$ cat src/rtl/ordered_list_engine_top_macros.svh
// Assertion macros for the ordered list engine.
// Included by the top level; compiled empty when SYNTHESIS is defined.
`ifndef ORDERED_LIST_ENGINE_TOP_MACROS_SVH
`define ORDERED_LIST_ENGINE_TOP_MACROS_SVH
`ifndef SYNTHESIS
`define OLE_ASSERT(label, clk, rst_n, prop, msg) \
    label: assert property (@(posedge clk) disable iff (!rst_n) prop) else $error(msg);
`define OLE_ASSERT_NR(label, clk, prop, msg) \
    label: assert property (@(posedge clk) prop) else $error(msg);
`else
`define OLE_ASSERT(label, clk, rst_n, prop, msg)
`define OLE_ASSERT_NR(label, clk, prop, msg)
`endif
`endif

$ cat src/rtl/ole_pkg.sv
// Shared types and codes for the ordered list engine.
// No dependencies.
package ole_pkg;
    localparam logic [2:0] REQ_INS_HEAD = 3'd0;
    localparam logic [2:0] REQ_INS_TAIL = 3'd1;
    localparam logic [2:0] REQ_INS_POS  = 3'd2;
    localparam logic [2:0] REQ_REM_HEAD = 3'd3;
    localparam logic [2:0] REQ_REM_TAIL = 3'd4;
    localparam logic [2:0] REQ_SEARCH   = 3'd5;

    localparam logic [1:0] ST_OK    = 2'd0;
    localparam logic [1:0] ST_EMPTY = 2'd1;
    localparam logic [1:0] ST_FULL  = 2'd2;

    typedef struct packed {
        logic [2:0]         req_type;
        logic signed [31:0] value;
        logic [6:0]         position;
    } t_req;

    typedef struct packed {
        logic [1:0]         status;
        logic signed [31:0] removed_value;
        logic               found;
        logic [5:0]         found_index;
        logic [6:0]         length;
    } t_rsp;
endpackage

$ cat src/rtl/ordered_list_engine_top.sv
// Ordered list engine top level: a bounded list kept in one synchronous memory.
// Depends on ole_pkg and ordered_list_engine_top_macros.svh.
//
//  channel | direction | payload        | handshake
//  request | in        | ole_pkg::t_req | i_req_valid / o_req_ready
//  result  | out       | ole_pkg::t_rsp | o_rsp_valid / i_rsp_ready
//
// The list is kept as a ring in the memory with a head pointer, so a head removal
// moves nothing. A request answered at once (full, empty or unused code) needs no state;
// an insert at the head or the tail goes straight to its write in S_DONE, a removal reads
// in S_READ and answers in S_DONE, a positional insert first moves up the elements from the
// position (a read and a write each), and a search reads until a match or the list's end.
// Reset is synchronous and clears the count and the head; the memory is not cleared.
// A request is taken only while the result register is empty or drains in that cycle.
`include "ordered_list_engine_top_macros.svh"
module ordered_list_engine_top #(
    parameter int CAPACITY   = 64,
    parameter int DATA_WIDTH = 32
) (
    input  logic          i_clk,
    input  logic          i_rst_n,
    input  logic          i_req_valid,
    output logic          o_req_ready,
    input  ole_pkg::t_req i_req,
    output logic          o_rsp_valid,
    input  logic          i_rsp_ready,
    output ole_pkg::t_rsp o_rsp
);
    localparam int AW = (CAPACITY > 1) ? $clog2(CAPACITY) : 1;
    localparam int CW = $clog2(CAPACITY + 1);
    localparam logic [CW-1:0] CAP = CW'(CAPACITY);

    typedef enum logic [2:0] {S_IDLE, S_SHIFT_RD, S_SHIFT_WR, S_SEARCH, S_READ, S_DONE}
        t_state;

    logic [DATA_WIDTH-1:0] r_mem [CAPACITY];
    logic [DATA_WIDTH-1:0] r_rdata;

    t_state                r_state;
    logic [AW-1:0]         r_head;
    logic [CW-1:0]         r_count;
    logic [CW-1:0]         r_idx;     // logical index being worked on
    logic [CW-1:0]         r_stop;
    logic [2:0]            r_req;
    logic [DATA_WIDTH-1:0] r_val;
    logic                  r_pend;    // a read was issued last cycle
    logic                  r_pend_last;
    logic [CW-1:0]         r_pend_idx;
    logic                  r_rsp_valid;
    ole_pkg::t_rsp         r_rsp;

    t_state                n_state;
    logic [AW-1:0]         n_head;
    logic [CW-1:0]         n_count;
    logic [CW-1:0]         n_idx;
    logic [CW-1:0]         n_stop;
    logic [2:0]            n_req;
    logic [DATA_WIDTH-1:0] n_val;
    logic                  n_pend;
    logic                  n_pend_last;
    logic [CW-1:0]         n_pend_idx;
    logic                  n_rsp_valid;
    ole_pkg::t_rsp         n_rsp;

    logic                  mem_we;
    logic [AW-1:0]         mem_waddr;
    logic [DATA_WIDTH-1:0] mem_wdata;
    logic                  mem_re;
    logic [AW-1:0]         mem_raddr;

    // Physical address of logical index li, relative to head h.
    function automatic logic [AW-1:0] phys(input logic [AW-1:0] h, input logic [CW-1:0] li);
        logic [CW:0] s;
        s = (CW+1)'(h) + (CW+1)'(li);
        if (s >= (CW+1)'(CAPACITY)) s = s - (CW+1)'(CAPACITY);
        return s[AW-1:0];
    endfunction

    function automatic logic [AW-1:0] dec_ptr(input logic [AW-1:0] h);
        return (h == '0) ? AW'(CAPACITY - 1) : h - AW'(1);
    endfunction

    function automatic logic [31:0] to32(input logic [DATA_WIDTH-1:0] d);
        logic [63:0] w;
        w = 64'(d);
        return w[31:0];
    endfunction

    always_ff @(posedge i_clk) begin
        if (mem_we) r_mem[mem_waddr] <= mem_wdata;
        if (mem_re) r_rdata <= r_mem[mem_raddr];
    end

    logic out_free;
    logic req_fire;
    logic rsp_stall;
    logic [DATA_WIDTH-1:0] in_val;
    assign out_free    = !r_rsp_valid || i_rsp_ready;
    assign o_req_ready = (r_state == S_IDLE) && out_free;
    assign req_fire    = i_req_valid && o_req_ready;
    assign rsp_stall   = o_rsp_valid && !i_rsp_ready;
    assign o_rsp_valid = r_rsp_valid;
    assign o_rsp       = r_rsp;
    assign in_val      = DATA_WIDTH'($unsigned(64'($signed(i_req.value))));

    always_comb begin
        mem_we = 1'b0; mem_waddr = '0; mem_wdata = r_val;
        mem_re = 1'b0; mem_raddr = '0;
        unique case (r_state)
            S_SHIFT_RD: begin
                // element at idx-1 moves up to idx
                mem_re = (r_idx > r_stop);
                mem_raddr = phys(r_head, r_idx - CW'(1));
            end
            S_SHIFT_WR: begin
                mem_we = 1'b1;
                mem_waddr = phys(r_head, r_idx);
                mem_wdata = r_rdata;
            end
            S_SEARCH: begin
                mem_re = (r_idx < r_count);
                mem_raddr = phys(r_head, r_idx);
            end
            S_DONE: begin
                mem_we = (r_req == ole_pkg::REQ_INS_HEAD) || (r_req == ole_pkg::REQ_INS_TAIL)
                      || (r_req == ole_pkg::REQ_INS_POS);
                mem_waddr = phys(r_head, r_stop);
            end
            S_READ: begin
                mem_re = 1'b1;
                mem_raddr = phys(r_head, r_stop);
            end
            default: ;
        endcase
    end

    always_comb begin
        n_state     = r_state;
        n_head      = r_head;
        n_count     = r_count;
        n_idx       = r_idx;
        n_stop      = r_stop;
        n_req       = r_req;
        n_val       = r_val;
        n_pend      = 1'b0;
        n_pend_last = r_pend_last;
        n_pend_idx  = r_pend_idx;
        n_rsp_valid = r_rsp_valid && !i_rsp_ready;
        n_rsp       = r_rsp;
        unique case (r_state)
            S_IDLE: if (req_fire) begin
                n_req = i_req.req_type;
                n_val = in_val;
                n_rsp = '0;
                unique case (i_req.req_type)
                    ole_pkg::REQ_INS_HEAD, ole_pkg::REQ_INS_TAIL,
                    ole_pkg::REQ_INS_POS: begin
                        if (r_count == CAP) begin
                            n_rsp.status = ole_pkg::ST_FULL;
                            n_rsp.length = 7'(r_count);
                            n_rsp_valid = 1'b1;
                        end else if (i_req.req_type == ole_pkg::REQ_INS_HEAD) begin
                            n_head = dec_ptr(r_head);
                            n_stop = '0;
                            n_state = S_DONE;
                        end else if (i_req.req_type == ole_pkg::REQ_INS_TAIL ||
                                     CW'(i_req.position) >= r_count ||
                                     32'(i_req.position) > 32'(CAPACITY)) begin
                            n_stop = r_count;
                            n_state = S_DONE;
                        end else begin
                            n_stop = CW'(i_req.position);
                            n_idx = r_count;
                            n_state = S_SHIFT_RD;
                        end
                    end
                    ole_pkg::REQ_REM_HEAD, ole_pkg::REQ_REM_TAIL: begin
                        if (r_count == '0) begin
                            n_rsp.status = ole_pkg::ST_EMPTY;
                            n_rsp.length = '0;
                            n_rsp_valid = 1'b1;
                        end else begin
                            n_stop = (i_req.req_type == ole_pkg::REQ_REM_HEAD)
                                     ? '0 : r_count - CW'(1);
                            n_state = S_READ;
                        end
                    end
                    ole_pkg::REQ_SEARCH: begin
                        n_idx = '0;
                        n_state = S_SEARCH;
                    end
                    default: begin
                        n_rsp.length = 7'(r_count);
                        n_rsp_valid = 1'b1;
                    end
                endcase
            end
            S_SHIFT_RD: begin
                if (r_idx > r_stop) n_state = S_SHIFT_WR;
                else n_state = S_DONE;
            end
            S_SHIFT_WR: begin
                n_idx = r_idx - CW'(1);
                n_state = S_SHIFT_RD;
            end
            S_READ: n_state = S_DONE;
            S_SEARCH: begin
                // compare the element read in the previous cycle
                if (r_pend && r_rdata == r_val) begin
                    n_rsp.found = 1'b1;
                    n_rsp.found_index = 6'(r_pend_idx);
                    n_rsp.length = 7'(r_count);
                    n_state = S_IDLE;
                    n_rsp_valid = 1'b1;
                end else if (r_idx >= r_count && !(r_pend && !r_pend_last)) begin
                    n_rsp.length = 7'(r_count);
                    n_state = S_IDLE;
                    n_rsp_valid = 1'b1;
                end else if (r_idx < r_count) begin
                    n_pend = 1'b1;
                    n_pend_idx = r_idx;
                    n_pend_last = (r_idx == r_count - CW'(1));
                    n_idx = r_idx + CW'(1);
                end
            end
            S_DONE: begin
                if (r_req == ole_pkg::REQ_REM_HEAD || r_req == ole_pkg::REQ_REM_TAIL) begin
                    n_rsp.removed_value = to32(r_rdata);
                    n_rsp.length = 7'(r_count - CW'(1));
                    n_count = r_count - CW'(1);
                    if (r_req == ole_pkg::REQ_REM_HEAD)
                        n_head = phys(r_head, CW'(1));
                end else begin
                    n_rsp.length = 7'(r_count + CW'(1));
                    n_count = r_count + CW'(1);
                end
                n_rsp_valid = 1'b1;
                n_state = S_IDLE;
            end
            default: n_state = S_IDLE;
        endcase
    end

    always_ff @(posedge i_clk) begin
        r_idx       <= n_idx;
        r_stop      <= n_stop;
        r_req       <= n_req;
        r_val       <= n_val;
        r_pend_last <= n_pend_last;
        r_pend_idx  <= n_pend_idx;
        r_rsp       <= n_rsp;
        if (!i_rst_n) begin
            r_state <= S_IDLE; r_head <= '0; r_count <= '0;
            r_rsp_valid <= 1'b0; r_pend <= 1'b0;
        end else begin
            r_state     <= n_state;
            r_head      <= n_head;
            r_count     <= n_count;
            r_rsp_valid <= n_rsp_valid;
            r_pend      <= n_pend;
        end
    end

    `OLE_ASSERT(a_count_bound, i_clk, i_rst_n, r_count <= CAP, "element count above capacity")
    `OLE_ASSERT(a_busy_not_ready, i_clk, i_rst_n, (r_state != S_IDLE) |-> !o_req_ready, "busy")
    `OLE_ASSERT(a_rsp_held, i_clk, i_rst_n, rsp_stall |=> (o_rsp_valid && $stable(o_rsp)), "held")
    `OLE_ASSERT(a_accept_busy, i_clk, i_rst_n, req_fire |=> (!o_req_ready || o_rsp_valid), "lost")
endmodule
$ cat config.mk
export PLATFORM = sky130hd
export DESIGN_NAME = ordered_list_engine_top
export DESIGN_NICKNAME = d
export VERILOG_FILES = /design/src/rtl/ole_pkg.sv /design/src/rtl/ordered_list_engine_top.sv
export VERILOG_INCLUDE_DIRS = /design/src /design/src/rtl
export SDC_FILE = /design/constraint.sdc
export NUM_CORES = 2
export LEC_CHECK = 0
export BUFFER_PORTS_ARGS = -buffer_cell sky130_fd_sc_hd__buf_2
export CAP_MARGIN = 20
export CORE_MARGIN = 2
export CORE_UTILIZATION = 60
export DETAILED_ROUTE_END_ITERATION = 8
export PLACE_DENSITY_LB_ADDON = 0.08
export SLEW_MARGIN = 30
export SYNTH_ARGS = -nofsm -noshare
export SYNTH_HDL_FRONTEND = slang
export SYNTH_SLANG_ARGS = --single-unit
$ cat constraint.sdc
create_clock -name i_clk -period 5.2 [get_ports i_clk]
set_input_delay 0.26 -clock i_clk [delete_from_list [all_inputs] [get_ports i_clk]]
set_output_delay 0.26 -clock i_clk [all_outputs]
set_load 0.02 [all_outputs]
; After elaboration in Yosys (flattened, before gate mapping)
; Memories as Yosys holds them, arrays and structs flattened. A register that Yosys moved wholly into a read port is not among the register bits.
; Cells that the tools add are included.
[op_classes]
n_addsub = 13
n_lt_le_gt_ge = 9
n_eq_ne = 36
n_mux = 66
bitwise = 4
n_reduce_logical = 39
[op_table]
columns = cell, count
row1 = 7-bit 2-to-1 mux, 17
row2 = 6-bit 2-to-1 mux, 11
row3 = 32-bit 2-to-1 mux, 2
row4 = 32-bit one-hot mux with 2 select lines, 1
row5 = 7-bit one-hot mux with 2 select lines, 4
row6 = 46-bit 2-to-1 mux, 1
row7 = 7-bit one-hot mux with 3 select lines, 2
row8 = 32-bit == test, 1
row9 = 6-bit by 1-bit subtractor with 6-bit output (second input constant), 5
row10 = 6-bit by 7-bit adder with 8-bit output, 3
row11 = 8-bit by 7-bit >= comparator with 1-bit output (second input constant), 3
row12 = 3-bit 2-to-1 mux, 8
row13 = 6-bit one-hot mux with 2 select lines, 2
row14 = 2-bit inequality test (second input constant), 10
row15 = 3-bit by 2-bit == test with 1-bit output (second input constant), 6
row16 = 6-bit one-hot mux with 3 select lines, 1
row17 = 3-bit == test (second input constant), 5
row18 = 3-bit inequality test (second input constant), 5
row19 = 3-bit one-hot mux with 5 select lines, 1
row20 = 7-bit by 1-bit adder with 7-bit output (second input constant), 2
row21 = 7-bit >= comparator, 2
row22 = 7-bit by 1-bit subtractor with 7-bit output (second input constant), 2
row23 = 5-bit AND reduction, 2
row24 = 3-bit by 1-bit == test with 1-bit output (second input constant), 3
row25 = other kinds (33), 68
[totals]
regBits = 122
mem_bits_rw = 2048
elab_cells = 184
n_memories = 1
[memory_table]
columns = memory, depth, word_bits, read_ports, rd_clocked_by_memory_dff, wr, line
row1 = r_mem, 64, 32, 1, 1, 1, ordered_list_engine_top.sv:36  ; logic [DATA_WIDTH-1:0] r_mem [CAPACITY];

; Logic depth before layout (Yosys ltp)
[logic_depth]
depth_word = 9
ltp_mapped = 15
depth_no_buf = 12

; Worst setup path before layout
; No wires, ideal clock.
[synth_path]
path_type = register -> register
start = register r_count[4]
end = register r_rdata[0] (read register of r_mem) (enable)
setup_ps = 466
arrival_time_ps = 3984
slack_ps = 751
stages_incl_launch_ff = 10
path_buffers = 1
cell_sequence = dfxtp_1 -> clkbuf_1 -> inv_1 -> ha_1 -> a21o_1 -> a21o_1 -> a21oi_1 -> o21a_1 -> mux2i_1 -> o21ai_0
[synth_between]
elab_chain_cells = 2
[synth_rtl]
columns = item, line
row1 = "start, declared", ordered_list_engine_top.sv:41  ; logic [CW-1:0] r_count;
row2 = "start signal, assigned", ordered_list_engine_top.sv:258  ; r_count <= n_count;
row3 = 7-bit less-than comparator, ordered_list_engine_top.sv:121  ; mem_re = (r_idx < r_count);
row4 = 1-bit one-hot mux with 3 select lines, ordered_list_engine_top.sv:109  ; unique case (r_state)
row5 = named net mem_re, ordered_list_engine_top.sv:68  ; logic mem_re;
row6 = "end, declared", ordered_list_engine_top.sv:37  ; logic [DATA_WIDTH-1:0] r_rdata;
; The timed path passes the listed nets, and every way through them passes these cells.
; A chain may end at the register's enable or synchronous reset.

; Final worst setup path
[layout_path]
start = register r_idx[0]
end = register r_rdata[17] (read register of r_mem), data pin
[layout_between]
elab_chain_cells = 5
[layout_rtl]
columns = item, line
row1 = "start, declared", ordered_list_engine_top.sv:42  ; logic [CW-1:0] r_idx;
row2 = "start signal, assigned", ordered_list_engine_top.sv:245  ; r_idx <= n_idx;
row3 = 7-bit by 1-bit subtractor with 7-bit output, ordered_list_engine_top.sv:113  ; mem_raddr = phys(r_head, r_idx - CW'(1));
row4 = 6-bit by 7-bit adder with 8-bit output, ordered_list_engine_top.sv:74  ; s = (CW+1)'(h) + (CW+1)'(li);
row5 = 8-bit by 7-bit >= comparator with 1-bit output / 6-bit by 1-bit subtractor with 6-bit output (equally long branches), ordered_list_engine_top.sv:75  ; if (s >= (CW+1)'(CAPACITY)) s = s - (CW+1)'(CAPACITY);
row6 = 6-bit 2-to-1 mux, ordered_list_engine_top.sv:75
row7 = 6-bit one-hot mux with 3 select lines, ordered_list_engine_top.sv:109
; Parallel ways exist; a longest one is shown, timed or not.

==> results_dict.tcl <==
set metrics [dict create \
    cp_cell_sequence "inv_1 > ha_1 > inv_1 > fa_1 > o21ai_1 > o21ai_4 > buf_12 > buf_4 > a21oi_1 > a32oi_1 > mux4_2 > o211ai_1 > nor3_1" \
    synth-simple-area-share_pct 5.879 \
    met1_usage_pct 47.17 \
    drc 0 \
    setup_tns_ns 0 \
    std_cell_rows 140 \
    setup_viol 0 \
    ys_warn_count 0 \
    tightest_slew_ns 1.114 \
    cp.required_ns 5.74 \
    dpl.hpwl_um 139200 \
    critPathCaptureType "flop" \
    worstSetupStartpointType "flop" \
    wl_per_cell_um 31.69 \
    grt_pass1_vias 47550 \
    dr.first_iter.drc_count 6421 \
    crit_path_frequent_cell "inv_1" \
    die_w_um 386.5 \
    max_slew_margin_pct 25.70 \
    synth_compound_area_share_pct 5.797 \
    numCtsBuffers 213 \
    clock-sinks 2202 \
    cp.arrival_ns 5.58 \
    powerDensity_nw_per_um2 611.4 \
    synthesis.area_um2 87770 \
    synth_top_family_by_area "multiplexers" \
    synth_xor_area_share_pct 0.6885 \
    cp_max_fo 111 \
    ys_ff_latch 2202 \
    synth.area.mux_share_pct 9.954 \
    synth_area_per_cell_um2 17.16 \
    clock_latency_ns 0.84 \
    diodes 0 \
    port_buffers 95 \
    yosys_most_used_dff "edfxtp_1" \
    fmaxAchievable_ghz 0.1984 \
    grt_usage_pct 31.74 \
    core_area_um2 145400 \
    min_period_ns 5.040 \
    initial_core_util_pct 60.37 \
    io_pins 96 \
    nNetsFinal 5477 \
    hold_viol_final 0 \
    mappedNetlistNets 5207 \
    grt_use_met3_pct 7.111 \
    yosys.cell_types.count 65 \
    design_power_total_mw 60.93 \
    cts_buffer_depth 3 \
    dieHeight_um 386.5 \
    hp-class "in -> reg" \
    overflow 0 \
    cts_max_level 4 \
    drv_cap 0 \
    p_leak_nw 33.46 \
    grt_max_degree 112 \
    slew_violations 0 \
    area_growth_pct 13.55 \
    ys_seq_area_share_pct 75.13 \
    busiest_layer "met2" \
    totalWireLength_um 237200 \
    status "completed" \
    grt_pass1_wl_um 338500 \
    ir_worst_vdd_mv 0.5605 \
    cts_setup_buffers 0 \
    dieArea_um2 149400 \
    cts.clk_slew.worst_paths_ns 0.06 \
    num_vias 49770 \
    drtPass1Iterations 6 \
    grt.met2_usage_pct 47.71 \
    syn_inst 5115 \
    synth-edff-count 2184 \
    slowest_stage "o211ai_1" \
    cts_tree "done" \
    worst-setup-path-type "reg -> reg" \
    finalCritPeriodShare_pct 96.93 \
    ant_nets 0 \
    fin_util_pct 68.55 \
    cpPeakStageDelay_ns 0.83 \
    layout-drive-gt1-share_pct 19.58 \
    viasPerCell 6.650 \
    cts-root-buf "clkbuf_16" \
    fin_skew_ns 0.03209 \
    synthArstFlopShare_pct 0 \
    antenna_found_initial 8 \
    gp_congestion 0.8688 \
    synthAdderAreaFrac_pct 0.6814 \
    rsz0062_at_grt "no" \
]
report_power, final:
| group | switching (mW) | leakage (nW) | internal (mW) | total (mW) |
|---|---|---|---|---|
| sequential | 0.583 | 19.8 | 22.2 | 22.8 |
| combinational | 15.0 | 10.2 | 7.86 | 22.9 |
| clock | 6.54 | 3.38 | 8.70 | 15.2 |
| total | 22.2 | 33.5 | 38.8 | 60.9 |
final timing paths:
check	from	to	slack (ns)	depth (start not counted)
worst max-delay path	r_idx[0]	r_rdata[17]	0.16	13
worst min-delay path	i_req[29]	r_val[22]	0.13	2
worst max register to register	r_idx[0]	r_rdata[17]	0.16	13
worst min register to register	r_pend_idx[4]	o_rsp[11]	0.57	1
logic make-up after synthesis:
logic type / Yosys count
flip-flops: 2202
AND/OR/NAND/NOR: 1220
AO/OA/AOI/OAI: 739
multiplexers: 473
buffers and inverters: 366
XOR/XNOR: 69
adder cells (fa/ha/maj): 46
routing by layer:
metal,vias to the layer above,wire length [µm]
met5,-,32
met1,25660,94170
met4,6,7250
met3,354,26750
met2,2865,109000
li1,20880,-
synth_stat cells, drive strengths merged (33+ instances only):
cell	count	area (µm²)
a21oi	297	1486
edfxtp	2184	65580
mux4	317	7139
clkbuf	177	664.4
xnor2	56	490.5
buf	155	849.6
o21ai	44	227.7
nand4	77	481.7
nand2	838	3153
nor3	50	280.3
mux2i	127	1271
a32oi	261	2286
nor2	144	540.5
ha	43	538.0
o211ai	33	247.7
inv	34	127.6
layout make-up:
cell class / count / area, µm²
well taps: 1917 / 2399
clock inverters: 142 / 1239
clock buffers: 255 / 5647
multi-input cells: 2547 / 20870
repair buffers: 387 / 3443
flip-flops and latches: 2202 / 65940
inverters: 34 / 127.6
fillers: 9415 / 45730
state kept, by name, indices dropped and copies added (netlist names), 7 cells and up:
register,flops
r_val,32
o_rsp,48
r_rdata,32
r_idx,7
r_count,7
r_mem,2048
r_stop,7
placed cells by master (no fill, tap or decap), types with 10 or more instances in the layout:
master,n
a21o_1,10
a21oi_1,296
a22o_1,31
a31oi_1,10
a32oi_1,261
and2_1,31
buf_12,50
buf_2,95
buf_4,196
bufinv_16,20
clkbuf_1,34
clkbuf_16,220
clkinv_1,60
clkinv_2,46
dfxtp_1,18
dlygate4sd3_1,44
edfxtp_1,2184
ha_1,43
inv_1,32
mux2_2,19
mux2_4,10
mux2i_1,127
mux4_2,317
nand2_1,836
nand2b_1,10
nand3_1,22
nand4_1,77
nor2_1,79
nor2_4,65
nor3_1,44
o211ai_1,33
o21ai_0,36
xnor2_1,56
xor2_1,13
critical path, delay by kind of cell, from the launching register on:
kind                     cells  cell delay, ns
AO/OA/AOI/OAI                5            1.64
adder cells (fa/ha/maj)      2            0.79
buffers and inverters        4            0.94
flip-flops                   1            0.51
multiplexers                 1            0.60
AND/OR/NAND/NOR              1            0.13
per-stage QoR:
step                std cells  hold WS, ns  setup slack (ns)  cell area [µm²]
floorplan                5115       0.3589            0.7507            87770
finish                   7484       0.1276            0.1597            99660
CTS                      7485      0.07743            0.1284            99660
detailed placement       7044       0.4381            0.1576            92330
global placement         7041       0.4381            0.1485            92240
global route             7484      0.09811            0.1573            99660
timing repair:
action | 4_1_cts | 5_1_grt
endpoints found under the hold margin | 47 | 0
resized for setup | 0 | 1
hold buffers | 44 | 0
endpoints found under the setup margin | 0 | 1
(Power assumes the default switching activity.)
